[src/sv/assert_macros.svh]
// ---------------------------------------------------------------------------
// assertion macros
// concurrent checks with reset masking, same-cycle and next-cycle forms
// ---------------------------------------------------------------------------
`ifndef ASSERT_MACROS_SVH
`define ASSERT_MACROS_SVH

// antecedent and consequent in the same cycle
`define WPM_ASSERT_SAME(label, clk, rst, ante, cons, msg) \
  label: assert property (@(posedge clk) disable iff (rst) (ante) |-> (cons)) \
    else $error(msg);

// consequent in the cycle after the antecedent
`define WPM_ASSERT_NEXT(label, clk, rst, ante, cons, msg) \
  label: assert property (@(posedge clk) disable iff (rst) (ante) |=> (cons)) \
    else $error(msg);

`endif

[src/sv/wpm_pkg.sv]
// ---------------------------------------------------------------------------
// wpm_pkg
// shared constants, register codes and status types of the power meter
// ---------------------------------------------------------------------------
`timescale 1ns / 1ps
`default_nettype none

package wpm_pkg;

  // default configuration
  localparam int WPM_WINDOW      = 1000;
  localparam int WPM_SAMPLE_BITS = 12;

  // fixed field widths
  localparam int MEAN_W    = 12;  // mean in mv stays below 3300
  localparam int GAIN_W    = 16;
  localparam int UNIT_W    = 16;
  localparam int POWER_W   = 23;
  localparam int Q_FRAC    = 8;   // q8.8 gains
  localparam int CFG_W     = 16;
  localparam int CFG_IDX_W = 2;

  localparam logic [MEAN_W-1:0]  FULL_SCALE_MV = 12'd3300;
  localparam logic [UNIT_W-1:0]  UNIT_MAX      = 16'hFFFF;
  localparam logic [POWER_W-1:0] POWER_MAX     = 23'd4294967;
  localparam int                 POWER_DIV     = 1000;

  // register indexes
  localparam logic [CFG_IDX_W-1:0] REG_DIVIDER_GAIN   = 2'd0;
  localparam logic [CFG_IDX_W-1:0] REG_CURRENT_OFFSET = 2'd1;
  localparam logic [CFG_IDX_W-1:0] REG_CURRENT_GAIN   = 2'd2;

  // register reset values
  localparam logic [11:0]       DIVIDER_GAIN_RST   = 12'd1420;
  localparam logic [MEAN_W-1:0] CURRENT_OFFSET_RST = 12'd2580;
  localparam logic [GAIN_W-1:0] CURRENT_GAIN_RST   = 16'd1384;

  typedef struct packed {
    logic              done;
    logic [UNIT_W-1:0] value;
  } lane_stat_t;

  typedef struct packed {
    logic               done;
    logic [POWER_W-1:0] power;
  } merge_stat_t;

endpackage

`default_nettype wire

[src/sv/wpm_lane.sv]
// ---------------------------------------------------------------------------
// wpm_lane
// one channel: running sum, mean in mv, offset removal and saturating gain scaling
// ---------------------------------------------------------------------------
`timescale 1ns / 1ps
`default_nettype none

module wpm_lane import wpm_pkg::*; #(
  parameter int WINDOW      = WPM_WINDOW,
  parameter int SAMPLE_BITS = WPM_SAMPLE_BITS
) (
  input  logic                   clk,
  input  logic                   rst,
  input  logic                   start,
  input  logic [SAMPLE_BITS-1:0] sample,
  input  logic [SAMPLE_BITS-1:0] old_sample,
  input  logic [MEAN_W-1:0]      offset,
  input  logic [GAIN_W-1:0]      gain,
  output lane_stat_t             stat
);

  localparam int WIN_W      = $clog2(WINDOW);
  localparam int SUM_W      = WIN_W + SAMPLE_BITS;
  localparam int PROD_W     = SUM_W + MEAN_W;
  localparam int Y_W        = WIN_W + MEAN_W;
  localparam int SCALED_W   = MEAN_W + GAIN_W;
  // floor(y / window) as (y * rec) >> rec_s, exact for every y below 2^y_w
  localparam int REC_S      = Y_W + WIN_W;
  localparam int REC_W      = Y_W + 1;
  localparam int REC_PROD_W = Y_W + REC_W;
  localparam longint unsigned REC_FULL =
    ((64'd1 << REC_S) + 64'(WINDOW) - 64'd1) / 64'(WINDOW);
  localparam logic [REC_W-1:0] REC_M = REC_W'(REC_FULL);

  typedef enum logic [2:0] {
    L_IDLE, L_MUL, L_DIV, L_OFF, L_GAIN, L_SAT
  } lane_state_t;

  lane_state_t          state;
  logic [SUM_W-1:0]     sum;
  logic [Y_W-1:0]       rem;
  logic [MEAN_W-1:0]    quo;
  logic [MEAN_W-1:0]    diff;
  logic [SCALED_W-1:0]  scaled;
  logic                 done;
  logic [UNIT_W-1:0]    value;

  logic [PROD_W-1:0]    prod;
  logic [REC_PROD_W-1:0] rec_prod;
  logic [UNIT_W-1:0]    value_next;

  assign prod     = PROD_W'(sum) * PROD_W'(FULL_SCALE_MV);
  assign rec_prod = REC_PROD_W'(rem) * REC_PROD_W'(REC_M);

  // drop the q8.8 fraction, saturate to 16 bits
  assign value_next = (|scaled[SCALED_W-1:Q_FRAC+UNIT_W]) ? UNIT_MAX
                                                           : scaled[Q_FRAC+UNIT_W-1:Q_FRAC];

  always_ff @(posedge clk) begin
    if (rst) begin
      state <= L_IDLE;
      sum   <= '0;
      done  <= 1'b0;
    end else begin
      done <= 1'b0;
      unique case (state)
        L_IDLE: begin
          if (start) begin
            sum   <= sum - SUM_W'(old_sample) + SUM_W'(sample);
            state <= L_MUL;
          end
        end
        L_MUL: begin
          // floor by 2^sample_bits here, by window in the next step
          rem   <= prod[PROD_W-1:SAMPLE_BITS];
          state <= L_DIV;
        end
        L_DIV: begin
          // reciprocal multiply, quotient stays below 3300
          quo   <= rec_prod[REC_S +: MEAN_W];
          state <= L_OFF;
        end
        L_OFF: begin
          diff  <= (quo > offset) ? quo - offset : '0;
          state <= L_GAIN;
        end
        L_GAIN: begin
          scaled <= SCALED_W'(diff) * SCALED_W'(gain);
          state  <= L_SAT;
        end
        L_SAT: begin
          value <= value_next;
          done  <= 1'b1;
          state <= L_IDLE;
        end
        default: begin
          state <= L_IDLE;
        end
      endcase
    end
  end

  assign stat.done  = done;
  assign stat.value = value;

endmodule

`default_nettype wire

[config.mk]
export PLATFORM = sky130hd
export DESIGN_NAME = wpm_lane
export DESIGN_NICKNAME = d
export VERILOG_FILES = /design/src/sv/assert_macros.svh /design/src/sv/wpm_pkg.sv /design/src/sv/wpm_lane.sv
export SDC_FILE = /design/constraint.sdc
export NUM_CORES = 1
export LEC_CHECK = 0
export BUFFER_PORTS_ARGS = -buffer_cell sky130_fd_sc_hd__buf_2
export CORE_ASPECT_RATIO = 1.25
export CORE_UTILIZATION = 32
export CTS_CLUSTER_DIAMETER = 50
export DETAILED_ROUTE_END_ITERATION = 6
export HOLD_SLACK_MARGIN = 0.05
export PLACE_DENSITY = 0.52
export SYNTH_ARGS = -nofsm -noshare
export SYNTH_HDL_FRONTEND = slang
export SYNTH_SLANG_ARGS = --single-unit
export TNS_END_PERCENT = 100
[constraint.sdc]
create_clock -name clk -period 11.2 [get_ports clk]
set_input_delay 0 -clock clk [delete_from_list [all_inputs] [get_ports clk]]
set_output_delay 0 -clock clk [all_outputs]
set_load 0.02 [all_outputs]
; After elaboration in Yosys (flattened, before gate mapping)
; Index checks and enable logic that the tools add are counted.
[word_totals]
reg_bits = 116
output_inout_bits = 17
word_cells = 33
[op_classes]
n_addsub = 3
mul = 3
magnitude_cmp = 1
eq_ne = 6
muxes = 3
bitwise = 1
n_reduce_logical = 8
[op_table]
columns = operator, count
row1 = $mul A22 B20 Y41 const B, 1
row2 = $mul A22 B10 Y32 const B, 1
row3 = $mul A12 B16 Y28, 1
row4 = $add A22 B12 Y22, 1
row5 = $sub A22 B12 Y22, 1
row6 = $pmux W3 S5, 1
row7 = $gt A12 B12 Y1, 1
row8 = $reduce_and A2 Y1, 6
row9 = $sub A12 B12 Y12, 1
row10 = $eq A3 B2 Y1 const B, 2
row11 = $eq A3 B3 Y1 const B, 2
row12 = $reduce_or A4 Y1, 1
row13 = $eq A3 B1 Y1 const B, 1
row14 = $logic_not A3 Y1, 1
row15 = $mux W3, 1
row16 = $ne A2 B2 Y1 const B, 1
row17 = $mux W1, 1
row18 = $not A1 Y1, 1

; Depth between registers and ports, before layout
[logic_depth]
word_depth = 2
mapped_depth = 23

; Least setup slack after synthesis
; No wires, ideal clock.
[synth_timing]
path_type = reg2reg
start = reg rem[7]
end = reg quo[7] (data pin)
setup_ns = 0.261
arrival_ns = 5.685
required_ns = 10.939
slack_ns = 5.254
stages_incl_launch_ff = 21
path_buffers = 0
synth_period_minus_slack_ns = 5.946
path_cell_list = edfxtp_1 > ha_1 > ha_1 > fa_1 > inv_1 > fa_1 > inv_1 > fa_1 > fa_1 > inv_1 > fa_1 > inv_1 > ha_1 > a2111oi_0 > o211a_1 > o211ai_1 > a221o_1 > a31oi_4 > o21ai_2 > a21o_1 > a311o_1
[synth_between]
elab_chain_cells = 1
[synth_lines]
columns = item, line
row1 = from (decl), wpm_lane.sv:41  ; logic [Y_W-1:0] rem;
row2 = from (signal assigned), wpm_lane.sv:75  ; rem <= prod[PROD_W-1:SAMPLE_BITS];
row3 = $mul A22 B20 Y41, wpm_lane.sv:53  ; assign rec_prod = REC_PROD_W'(rem) * REC_PROD_W'(REC_M);
row4 = net rec_prod[39], wpm_lane.sv:49  ; logic [REC_PROD_W-1:0] rec_prod;
row5 = to (signal assigned), wpm_lane.sv:80  ; quo <= rec_prod[REC_S +: MEAN_W];
row6 = to (decl), wpm_lane.sv:42  ; logic [MEAN_W-1:0] quo;
; The timed path passes the listed nets, and every way through them passes these cells.
; A chain may end at the register's enable or synchronous reset.

; Final worst setup path
; Ends and elaborated chain as after synthesis.

==> metrics <==
die height=285 microns; detailed-route DRC error count=0; RSZ-0062 raised after global routing=no; first-pass GRT wire length=a little under 80,000 microns; final setup fails=0; Post-Synthesis Cell Area=20,500 sq um; Initial Utilization=0.324; DRT antenna net count=0; core area=about 63,000 sq um; fin cells=a little over 3,000; Req. time, crit path=11.36 ns; P&R area growth vs syn=7.94%; Hold/Removal Path Class=input port to flop; grt ovf=0; CTS Buf Count=9; CP Capture Type=flop; outcome=finished clean; Yosys top cell area share=0.312; met3 usage=0.0193; post-route minimum period=6.44 ns; Seq cells post-synth=around 110; Setup Skew=between 0.015 and 0.02 ns; clk_lat worst skew=about 0.40 ns; Post-DP HPWL=40,600 microns; Vias=between 10,000 and 15,000; area leader, netlist=fa_1; Yosys cell types=65; Tcrit/Tclk final=0.575; initial antenna violation count=2; share of layout cells above drive strength 1=0.0500; setup TNS=0 ns; final WL=47,400 microns; ys flop type=edfxtp_1; Critical Path Fanout Max=6; Commonest cells post-synth=inv_1 (544), ha_1 (373), fa_1 (319); Slew Limit Headroom=0.249; final-layout fill cell count=6,516; cell row count=103; Synth area leaders=fa_1 (31%), ha_1 (23%), edfxtp_1 (12%), inv_1 (10%), nand2_1 (3.5%); met1 usage=0.168; cell with the most instances after synthesis=inv_1; Post-synth EDFFs=about 80; Ant. Diodes=0; hold depth=3; Reg clk slew, reported paths=0.09 ns; fmax=155 MHz; Initial DRT Pass Iterations=4; Worst Setup Start Kind=flop; NumNets Final=2,921; Max Cap Violations=0; drt wl/cell=15.7 microns; CP Class=flop to flop; largest net degree at the start of global routing=31; num ports=72; Worst Tran Pin Value=roughly 1.1 ns; YS warnings=0; Final Hold Vio Count=0; most used routing layer=met2; number of global-route vias before repair=15,800; IO Port Bufs=71; Starting DRT DRC Count=429; H-Tree Depth=3; GPL Wtd Cong=~0.9; Post-CTS Resized=0; GRT Overall Usage=0.154; die area=65,100 sq um; synthesized net count=2,874; sequential area share after synthesis=0.146; CP arrival=6.59 ns; worst reg-to-reg path cell count=20; routing usage on met2=0.303; Async S/R FF share, synth=0; Placed Cells incl. Taps=3,001; die width=between 200 and 250 microns; DR vias/cell=4.65; CTS tree=yes; clock sink count=108; synthesized area per cell=approximately 9.6 sq um; count of pins over their slew limit=0; clock root cell=clkbuf_16; Cells after Synth=2,127; clk buf depth=2
[state kept, by name, indices dropped and copies added, names as in the netlist]
| name | count |
|---|---|
| rem | 22 |
| state | 3 |
| value | 16 |
| done | 1 |
| diff | 12 |
| scaled | 20 |
| sum | 22 |
| quo | 12 |
[layout make-up]
class                   count  area, sq um  share of cell area
clock buffers               9          225              0.0102
clock inverters             7         71.3             0.00322
inverters                 544         2040              0.0923
multi-input cells        1432        15300               0.693
flip-flops and latches    108         2980               0.135
well taps                 840         1050              0.0475
repair buffers             79          420              0.0190
[critical path, stage by stage (launching register included)]
cell and delay (ns):
edfxtp_1 0.54, ha_1 0.36, ha_1 0.23, fa_1 0.48, inv_1 0.06, fa_1 0.54, inv_1 0.05, fa_1 0.38
fa_1 0.51, inv_1 0.05, fa_1 0.48, inv_1 0.04, ha_1 0.32, a2111oi_0 0.49, o211a_1 0.22, o211ai_1 0.11
a221o_1 0.42, a31oi_4 0.24, o21ai_2 0.11, a21o_1 0.21, a311o_1 0.35
[placed cells by master (no fill, tap or decap), types with 18 or more instances in the layout]
master and instances:
nor3_1 25, nand2b_1 22, dfxtp_1 26, and2_1 68, ha_1 373, fa_1 319, inv_1 544, edfxtp_1 82
buf_2 71, xnor2_1 42, nor2_1 54, xor2_1 28, nand3_1 18, a21o_1 51, o21ai_0 29, a21oi_1 74
nand2_1 193
[stage by stage]
step	util	hold WS [ns]	worst slack [ns]	area (sq um)
2_1_floorplan	-	0.240	5.25	20500
3_3_place_gp	0.345	0.361	4.90	21800
3_5_place_dp	0.345	0.381	4.77	21800
4_1_cts	0.350	0.0880	4.73	22100
5_1_grt	0.350	0.0879	4.49	22100
6_report	0.350	0.0911	4.76	22100
[layer usage]
metal  part of all wire  vias up
met5            0.00027        -
met4              0.027        2
met3              0.026       72
met2               0.55      194
met1               0.40     6958
li1                   -     6799
[repair_timing]
action,in CTS,in global routing
hold buffers,2,0
setup buffers,0,0
setup endpoints to repair,0,0
endpoints found under the hold margin,2,0
[cells by family (layout without fill, tap and decap cells)]
logic type	Yosys count	count (layout)	share of synthesized area
AO/OA/AOI/OAI	233	233	0.0761
buffers and inverters	587	639	0.108
XOR/XNOR	70	70	0.0299
flip-flops	108	108	0.146
AND/OR/NAND/NOR	437	437	0.102
adder cells (fa/ha/maj)	692	692	0.539
[final timing paths]
kind	end	slack, ns	startpoint
setup / recovery	quo[7]	4.76	rem[7]
hold / removal	diff[1]	0.09	offset[1]
setup reg to reg	quo[7]	4.76	rem[7]
hold reg to reg	value[14]	0.50	scaled[22]
Power is not shown: default switching activity piles up to over one toggle a cycle in this logic, so the estimate is an artifact.
