**src/sv/assert_macros.svh**
```systemverilog
// ---------------------------------------------------------------------------
// assertion macros
// concurrent checks with reset masking, same-cycle and next-cycle forms
// ---------------------------------------------------------------------------
`ifndef ASSERT_MACROS_SVH
`define ASSERT_MACROS_SVH

// antecedent and consequent in the same cycle
`define WPM_ASSERT_SAME(label, clk, rst, ante, cons, msg) \
  label: assert property (@(posedge clk) disable iff (rst) (ante) |-> (cons)) \
    else $error(msg);

// consequent in the cycle after the antecedent
`define WPM_ASSERT_NEXT(label, clk, rst, ante, cons, msg) \
  label: assert property (@(posedge clk) disable iff (rst) (ante) |=> (cons)) \
    else $error(msg);

`endif

```
**src/sv/wpm_pkg.sv**
```systemverilog
// ---------------------------------------------------------------------------
// wpm_pkg
// shared constants, register codes and status types of the power meter
// ---------------------------------------------------------------------------
`timescale 1ns / 1ps
`default_nettype none

package wpm_pkg;

  // default configuration
  localparam int WPM_WINDOW      = 1000;
  localparam int WPM_SAMPLE_BITS = 12;

  // fixed field widths
  localparam int MEAN_W    = 12;  // mean in mv stays below 3300
  localparam int GAIN_W    = 16;
  localparam int UNIT_W    = 16;
  localparam int POWER_W   = 23;
  localparam int Q_FRAC    = 8;   // q8.8 gains
  localparam int CFG_W     = 16;
  localparam int CFG_IDX_W = 2;

  localparam logic [MEAN_W-1:0]  FULL_SCALE_MV = 12'd3300;
  localparam logic [UNIT_W-1:0]  UNIT_MAX      = 16'hFFFF;
  localparam logic [POWER_W-1:0] POWER_MAX     = 23'd4294967;
  localparam int                 POWER_DIV     = 1000;

  // register indexes
  localparam logic [CFG_IDX_W-1:0] REG_DIVIDER_GAIN   = 2'd0;
  localparam logic [CFG_IDX_W-1:0] REG_CURRENT_OFFSET = 2'd1;
  localparam logic [CFG_IDX_W-1:0] REG_CURRENT_GAIN   = 2'd2;

  // register reset values
  localparam logic [11:0]       DIVIDER_GAIN_RST   = 12'd1420;
  localparam logic [MEAN_W-1:0] CURRENT_OFFSET_RST = 12'd2580;
  localparam logic [GAIN_W-1:0] CURRENT_GAIN_RST   = 16'd1384;

  typedef struct packed {
    logic              done;
    logic [UNIT_W-1:0] value;
  } lane_stat_t;

  typedef struct packed {
    logic               done;
    logic [POWER_W-1:0] power;
  } merge_stat_t;

endpackage

`default_nettype wire

```
**src/sv/wpm_merge.sv**
```systemverilog
// ---------------------------------------------------------------------------
// wpm_merge
// combines lane results: power = voltage * current / 1000, saturated
// ---------------------------------------------------------------------------
`timescale 1ns / 1ps
`default_nettype none

module wpm_merge import wpm_pkg::*; (
  input  logic              clk,
  input  logic              rst,
  input  logic              start,
  input  logic [UNIT_W-1:0] volt,
  input  logic [UNIT_W-1:0] cur,
  output merge_stat_t       stat
);

  localparam int PROD_W     = 2 * UNIT_W;
  // 1000 = 8 * 125: shift out the power of two, reciprocal multiply by 1/125
  localparam int PRE_SHIFT  = 3;
  localparam int ODD_DIV    = POWER_DIV >> PRE_SHIFT;
  localparam int X_W        = PROD_W - PRE_SHIFT;
  localparam int REC_S      = X_W + $clog2(ODD_DIV);
  localparam int REC_W      = X_W + 1;
  localparam int REC_PROD_W = X_W + REC_W;
  localparam longint unsigned REC_FULL =
    ((64'd1 << REC_S) + 64'(ODD_DIV) - 64'd1) / 64'(ODD_DIV);
  localparam logic [REC_W-1:0] REC_M = REC_W'(REC_FULL);

  typedef enum logic [1:0] {M_IDLE, M_MUL, M_DIV, M_SAT} merge_state_t;

  merge_state_t          state;
  logic [UNIT_W-1:0]     volt_q;
  logic [UNIT_W-1:0]     cur_q;
  logic [PROD_W-1:0]     prod;
  logic [POWER_W-1:0]    quo;
  logic                  done;
  logic [POWER_W-1:0]    power;
  logic [REC_PROD_W-1:0] rec_prod;

  assign rec_prod = REC_PROD_W'(prod[PROD_W-1:PRE_SHIFT]) * REC_PROD_W'(REC_M);

  always_ff @(posedge clk) begin
    if (rst) begin
      state <= M_IDLE;
      done  <= 1'b0;
    end else begin
      done <= 1'b0;
      unique case (state)
        M_IDLE: begin
          if (start) begin
            volt_q <= volt;
            cur_q  <= cur;
            state  <= M_MUL;
          end
        end
        M_MUL: begin
          prod  <= PROD_W'(volt_q) * PROD_W'(cur_q);
          state <= M_DIV;
        end
        M_DIV: begin
          // quotient of a 32-bit product by 1000 fits in 23 bits
          quo   <= rec_prod[REC_S +: POWER_W];
          state <= M_SAT;
        end
        M_SAT: begin
          power <= (quo > POWER_MAX) ? POWER_MAX : quo;
          done  <= 1'b1;
          state <= M_IDLE;
        end
        default: begin
          state <= M_IDLE;
        end
      endcase
    end
  end

  assign stat.done  = done;
  assign stat.power = power;

endmodule

`default_nettype wire

```
**config.mk**
```make
export PLATFORM = sky130hd
export DESIGN_NAME = wpm_merge
export DESIGN_NICKNAME = d
export VERILOG_FILES = /design/src/sv/assert_macros.svh /design/src/sv/wpm_pkg.sv /design/src/sv/wpm_merge.sv
export SDC_FILE = /design/constraint.sdc
export NUM_CORES = 1
export LEC_CHECK = 0
export BUFFER_PORTS_ARGS = -buffer_cell sky130_fd_sc_hd__buf_2
export CAP_MARGIN = 10
export CORE_UTILIZATION = 35
export CTS_BUF_LIST = sky130_fd_sc_hd__clkbuf_8
export CTS_CLUSTER_DIAMETER = 60
export DETAILED_ROUTE_END_ITERATION = 8
export HOLD_SLACK_MARGIN = 0.02
export PLACE_DENSITY_LB_ADDON = 0.05
export RECOVER_POWER = 50
export SETUP_SLACK_MARGIN = 0.15
export SYNTH_ARGS = -nofsm -noshare
export SYNTH_HDL_FRONTEND = slang
export SYNTH_SLANG_ARGS = --single-unit
```
**constraint.sdc**
```tcl
create_clock -name clk -period 7.55 [get_ports clk]
set_clock_uncertainty 0.2 [all_clocks]
set_input_delay 0.755 -clock clk [delete_from_list [all_inputs] [get_ports clk]]
set_output_delay 0.755 -clock clk [all_outputs]
set_load 0.02 [all_outputs]
```
# Yosys cells after proc, flatten, opt, wreduce, memory -nomap -nowiden
# Cells that the tools add are included.
# word_totals
elab_cells	23
in_bits	35
latch_bits	0
n_memories	0
output_inout_bits	24
register_bits	113
romBits	0
ram_bits	0
# op_classes
multipliers	2
add_sub_neg	0
eq_ne	4
bitwise_logic	1
n_mux	3
magnitude_cmp	1
shifts	0
div	0
n_reduce_logical	5
# ops
operator	n
29-bit by 29-bit multiplier with 58-bit output, second input constant	1
16-bit by 16-bit multiplier with 32-bit output	1
23-bit > comparator, second input constant	1
2-bit one-hot mux with 4 select lines	1
2-bit AND reduction	3
2-bit equality test, second input constant	2
3-bit AND reduction	1
2-bit by 1-bit equality test with 1-bit output, second input constant	1
2-bit zero test	1
2-bit two-way mux	1
2-bit != test, second input constant	1
1-bit two-way mux	1
1-bit NOT	1

# Longest topological paths before layout
# Gate-level depths: netlist (run 1).
# logic_depth
ltp_word	2
depth_mapped	25
depth_no_buf	25

# Worst setup path after synthesis (run 1)
# No wires, ideal clock.
# synth_path
kind	reg-to-reg
start	register prod[20]
end	register quo[19], data pin
path_stages_with_launch	26
period_less_slack_ps	7113
slack_ps	437
setup_ps	259
arrival_ps	6654
t_required_ps	7091
n_path_buf	0
cell_sequence	edfxtp_1 > ha_1 > fa_1 > fa_1 > inv_1 > fa_1 > inv_1 > fa_1 > inv_1 > fa_1 > inv_1 > fa_1 > inv_1 > fa_1 > inv_1 > ha_1 > nand2_2 > nor2_2 > nand3_1 > or4b_1 > and2_4 > o41ai_4 > a31oi_1 > o31ai_1 > o211ai_1 > xnor2_1
# synth_via
elab_chain_cells	1
# synth_rtl
element	line	text
from (decl)	wpm_merge.sv:34	logic [PROD_W-1:0] prod;
from (signal assigned)	wpm_merge.sv:57	prod <= PROD_W'(volt_q) * PROD_W'(cur_q);
29-bit by 29-bit multiplier with 58-bit output	wpm_merge.sv:40	assign rec_prod = REC_PROD_W'(prod[PROD_W-1:PRE_SHIFT]) * REC_PROD_W'(REC_M);
named net rec_prod[55]	wpm_merge.sv:38	logic [REC_PROD_W-1:0] rec_prod;
to (signal assigned)	wpm_merge.sv:62	quo <= rec_prod[REC_S +: POWER_W];
to (decl)	wpm_merge.sv:35	logic [POWER_W-1:0] quo;
# The timed path passes the listed nets, and every way through them passes these cells.
# A chain may end at the register's enable or synchronous reset.

# Final worst setup path (run 1)
# layout_path
start	register prod[17]
end	register quo[18], data pin
# Same word-level chain as after synthesis.

==> impl_metrics.csv, run 1 <==
group,metric,value,unit
run_status,status,"finished with violations",
run_status,violations,"max-capacitance violations, max-slew violations",
place,place_congestion,0.8684,
timing,min_period,7.266,ns
logic_synthesis,ys_types,62,
logic_synthesis,synthAdderAreaFrac,60.28,%
die,start_util,35.52,%
drt,num_vias,16465,
critical_path,start_kind,"flip-flop",
logic_synthesis,yosysTopAreaCellShare,36.75,%
place,dp_slack,-0.01696,ns
critical_path,cp_max_fo,4,
place,port_buffers,58,
timing,slew_headroom,-34.56,%
timing,fin_crit_sh,96.24,%
logic_synthesis,seq_area_frac_synth,13.09,%
drt,via_per_inst,4.572,
hold_path,hp-start,"volt[2]",
logic_synthesis,synth.area.top_cells,"fa_1, ha_1, edfxtp_1",
cells_and_area,fill_cells,7074,
global_route,grt_first_pass_wirelength,100.6,mm
timing,maxSlewViolCount,78,
drt,drt-initial-drc-count,661,
critical_path,arrival,7.26,ns
clock_network,cts_buffers,9,
drt,first_pass_iters,5,
logic_synthesis,synth_xor_xnor_area_share,1.717,%
drt,routed_wl,63.59,mm
logic_synthesis,synth_top_area_cell,"fa_1",
timing,fmax,0.1376,GHz
logic_synthesis,mappedNetlistNets,3441,
global_route,antenna_found_initial,2,
logic_synthesis,synth_area,25000,µm²
die,core,70390,µm²
timing,layout_setup_ws,0.2842,ns
global_route,grt_use_total,17.88,%
logic_synthesis,synth_top_family_by_area,"adder cells",
critical_path,startpoint,"prod[17]",
global_route,overflow,0,
clock_network,path_clk_slew,0.14,ns
timing,rsz0062_at_grt,"yes",
logic_synthesis,synthFlopType,"edfxtp_1",
drt,antenna_left,0,
logic_synthesis,async_reset_ff_share,0,%
clock_network,clock_path_buffers,2,
timing,worst_slew_pin_slew,2.014,ns
global_route,grt_pass1_vias,17921,
clock_network,htreeDepth,3,
logic_synthesis,muxShareOfSynthArea,0.04004,%
clock_network,hold_buffers,0,
global_route,grt_max_degree,33,
drt,routedWlPerCell,17.66,µm
clock_network,cts_tree,"done",
die,ios,59,
logic_synthesis,synth_cells,2477,
die,fp.dieW,269.3,µm
cells_and_area,final_common_cell,"inv_1",
logic_synthesis,yosys_warnings,0,
logic_synthesis,synth_edf_count,107,
timing,hold_viol,0,
clock_network,clkLatencyLatePin,0.44,ns
logic_synthesis,syn_area_per_cell,10.09,µm²
critical_path,worstReg2RegStart,"prod[17]",
timing,finalSetupViolCount,0,
logic_synthesis,synth_simple_gate_area_share,8.303,%
drt,drc_errors,0,
run,drv_cap,3,
clock_network,cts.sinks,110,
clock_network,ctsRootBufferMaster,"clkbuf_8",
cells_and_area,fin_util,40.23,%
critical_path,crit_type,"flip-flop to flip-flop",
critical_path,required,7.55,ns
logic_synthesis,ys_seq_elements,110,
critical_path,cp-end-kind,"flip-flop",
logic_synthesis,synth_compound_area_share,4.930,%
place,dp.final_hpwl,56.60,mm
hold_path,hold_class,"input pin to flip-flop",
cells_and_area,num-nets-final,3619,
cells_and_area,drive_gt1_share,10.83,%
cells_and_area,final_cell_mix,"inv_1, fa_1, ha_1",
cells_and_area,synthToLayoutAreaGrowth,13.29,%
die,die_area,72500,µm²
die,row_count,97,
die,fp.dieH,269.3,µm
-- per-layer routing --
metal	wire length, µm	share of wire [%]	GRT usage [%]
met1	31600	50	25.34
met2	29350	46	29.29
met3	1320	2.1	1.745
met4	1304	2.1	4.336
met5	13	0.020	0
-- cell type report --
class                   instances  area (µm²)  area share (%)
clock buffers                   9       123.9          0.4374
clock inverters                 7       86.33          0.3048
multi-input cells            1593       19450           68.66
well taps                     940        1176           4.153
diodes                          1       2.502        0.008835
inverters                     735        2759           9.741
repair buffers                206        1455           5.138
flip-flops and latches        110        3273           11.56
-- flip-flops by register name, indices dropped and copies added, names as in the netlist --
name,cells
done,1
prod,29
state,2
power,23
quo,23
volt_q,16
cur_q,16
-- logic make-up (layout without fill, tap and decap cells) --
logic type | Yosys count | after routing
AOI/OAI and AO/OA | 191 | 191
xor gates and xnor gates | 49 | 49
adders and majority gates | 929 | 929
buffers and inverters | 774 | 957
DFF | 110 | 110
muxes | 1 | 1
other | 0 | 1
and+or+nand+nor | 423 | 423
-- cells in the mapped netlist, drive strengths merged, types with 9 or more instances --
cell type  number
xnor2          37
o21bai         10
fa            459
clkbuf         37
a211oi          9
nand3          14
nand2b         13
o21ai          35
nor2b          13
ha            470
a31oi          10
inv           735
nor2           38
nand4          10
a21oi          70
xor2           12
a21o           24
nand2         193
edfxtp        107
and2          116
-- what timing repair did --
action / 4_1_cts / 5_1_grt
buffers inserted: 28 / 33
pin swaps: 12 / 46
setup endpoints to repair: 7 / 17
gates resized for setup: 29 / 80
-- worst max-delay path: stages, from the launching register on --
cell	delay [ns]
edfxtp_1	0.53
buf_6	0.18
ha_2	0.18
fa_2	0.39
fa_1	0.49
inv_1	0.05
fa_1	0.48
inv_1	0.05
fa_1	0.47
fa_2	0.48
fa_1	0.49
inv_1	0.05
fa_1	0.47
inv_1	0.07
ha_4	0.27
nand4_1	0.18
buf_4	0.19
buf_4	0.13
nor4_2	0.20
a311oi_1	0.13
buf_4	0.18
a2111o_1	0.41
a211o_1	0.33
a21oi_2	0.19
o22ai_1	0.12
xnor2_1	0.13
-- worst paths after layout --
path,end,slack (ns),cells after the start
hold / removal,volt_q[2],0.27,1
setup / recovery,quo[18],0.28,25
setup reg to reg,quo[18],0.28,25
hold reg to reg,power[0],0.32,1
-- per-stage QoR --
step,cell area [µm²],setup TNS [ns],cells,hold slack (ns)
after detailed placement,26980,-0.01696,3523,0.2853
after global routing,28320,0,3601,0.2316
final,28320,0,3601,0.2733
after CTS,27610,0,3567,0.2299
after floorplan,25000,0,2477,0.2773
after global placement,26980,0,3523,0.3011
Power of run 1 is not shown: default switching activity piles up to over one toggle a cycle in this logic, so the estimate is an artifact.
==> run 2: changes to the inputs <==
==> constraint.sdc (replaced) <==
create_clock -name clk -period 7.93 [get_ports clk]
set_clock_uncertainty 0.2 [all_clocks]
set_input_delay 0.793 -clock clk [delete_from_list [all_inputs] [get_ports clk]]
set_output_delay 0.793 -clock clk [all_outputs]
set_load 0.02 [all_outputs]
==> run 2 against run 1 <==
Net effect:
- core utilization decreased by 1.4 points
- worst hold slack improved by 0.0089 ns
- routed wire length increased by 0.43%
- the flow still finishes with violations (max-capacitance violations, max-slew violations)
==> impl_metrics.csv, run 2 (synthesized netlist as in run 1, its figures left out) <==
group,metric,value,unit
run_status,status,"finished with violations",
timing,maxSlewViolCount,54,
critical_path,cp_max_fo,5,
clock_network,cts.sinks,110,
timing,fmax,0.1325,GHz
drt,num_vias,16170,
critical_path,required,7.94,ns
global_route,grt_use_total,17.98,%
cells_and_area,top_register,"prod",
run,drv_cap,2,
cells_and_area,seqCellArea,3273,µm²
cells_and_area,num-nets-final,3561,
die,core,70390,µm²
die,fp.dieH,269.3,µm
cells_and_area,drive_gt1_share,6.533,%
critical_path,crit_top_cell,"fa_1",
timing,final.setup.tns,0,ns
critical_path,slowest_delay,0.55,ns
global_route,grt_pass1_vias,17489,
critical_path,arrival,7.55,ns
die,start_util,35.52,%
die,ios,59,
die,fp.dieW,269.3,µm
cells_and_area,synthToLayoutAreaGrowth,9.399,%
die,die_area,72500,µm²
clock_network,clkLatencyLatePin,0.47,ns
drt,routedWlPerCell,18.02,µm
critical_path,cp_slowest_cell,"fa_1",
clock_network,cts_buffers,9,
clock_network,cts_tree,"done",
cells_and_area,reg.largest.list,"prod (29), power (23), quo (23)",
die,row_count,97,
cells_and_area,fill_cells,7074,
timing,finalSetupViolCount,0,
critical_path,cp-end-kind,"flip-flop",
drt,antenna_left,0,
timing,worst_slew_pin_slew,2.003,ns
place,place_congestion,0.8845,
global_route,antenna_found_initial,1,
clock_network,htreeDepth,3,
cells_and_area,multi_input_comb_area,18960,µm²
cells_and_area,final_cell_mix,"inv_1, ha_1, fa_1",
drt,routed_wl,63.86,mm
clock_network,path_clk_slew,0.16,ns
drt,first_pass_iters,5,
hold_path,hold_class,"input pin to flip-flop",
clock_network,clock_path_buffers,2,
clock_network,ctsRootBufferMaster,"clkbuf_8",
place,dp.final_hpwl,56.60,mm
global_route,grt_first_pass_wirelength,100.3,mm
timing,hold_viol,0,
global_route,overflow,0,
critical_path,crit_type,"flip-flop to flip-flop",
drt,drt-initial-drc-count,564,
cells_and_area,largest_register_ffs,29,
place,port_buffers,58,
global_route,grt_max_degree,33,
cells_and_area,final_common_cell,"inv_1",
drt,drc_errors,0,
drt,via_per_inst,4.564,
run_status,violations,"max-capacitance violations, max-slew violations",
timing,min_period,7.546,ns
timing,slew_headroom,-33.78,%
timing,fin_crit_sh,95.16,%
cells_and_area,fin_util,38.85,%
timing,rsz0062_at_grt,"yes",
critical_path,start_kind,"flip-flop",
==> run 2: final timing paths <==
path | start | depth (start not counted) | slack, ns | to
worst min register to register | quo[0] | 1 | 0.34 | power[0]
worst max register to register | prod[19] | 26 | 0.38 | quo[14]
worst max-delay path | prod[19] | 26 | 0.38 | quo[14]
worst min-delay path | volt[6] | 1 | 0.28 | volt_q[6]
==> run 2: critical path, delay by kind of cell, from the launching register on <==
kind,cells,cell delay (ns)
XOR/XNOR,1,0.14
flip-flops,1,0.48
AND/OR/NAND/NOR,5,1.13
AO/OA/AOI/OAI,4,0.68
adder cells (fa/ha/maj),9,3.97
buffers and inverters,7,0.72
==> run 2: timing repair <==
action,4_1_cts,5_1_grt
cloned,0,0
buffers inserted,0,35
gates resized for setup,2,25
endpoints found under the setup margin,6,12
pin swaps,0,11
hold buffers,0,0
==> run 2: final cells by class <==
cell class | count | share of cell area, %
diodes | 1 | 0.009150
clock inverters | 7 | 0.3614
clock buffers | 9 | 0.4529
multi-input cells | 1593 | 69.33
flip-flops and latches | 110 | 11.97
inverters | 735 | 10.09
repair buffers | 148 | 3.495
well taps | 940 | 4.300
==> run 2: through the flow <==
stage	hold slack, ns	worst slack, ns	instances	instance area, µm²
floorplan	0.2773	0.8172	2477	25000
global placement	0.3145	0.06636	3490	26740
detailed placement	0.3185	0.03275	3490	26740
CTS	0.2275	0.1938	3506	26970
global route	0.2509	0.08646	3543	27350
finish	0.2822	0.3839	3543	27350
==> run 2: per-layer routing <==
metal	track usage (%)	vias to the layer above	wire length (µm)
li1	-	7842	-
met4	3.843	0	1057
met3	1.478	45	1162
met5	0	-	0
met2	29.69	177	29840
met1	25.64	8106	31810
Power of run 2 is left out for the same reason.
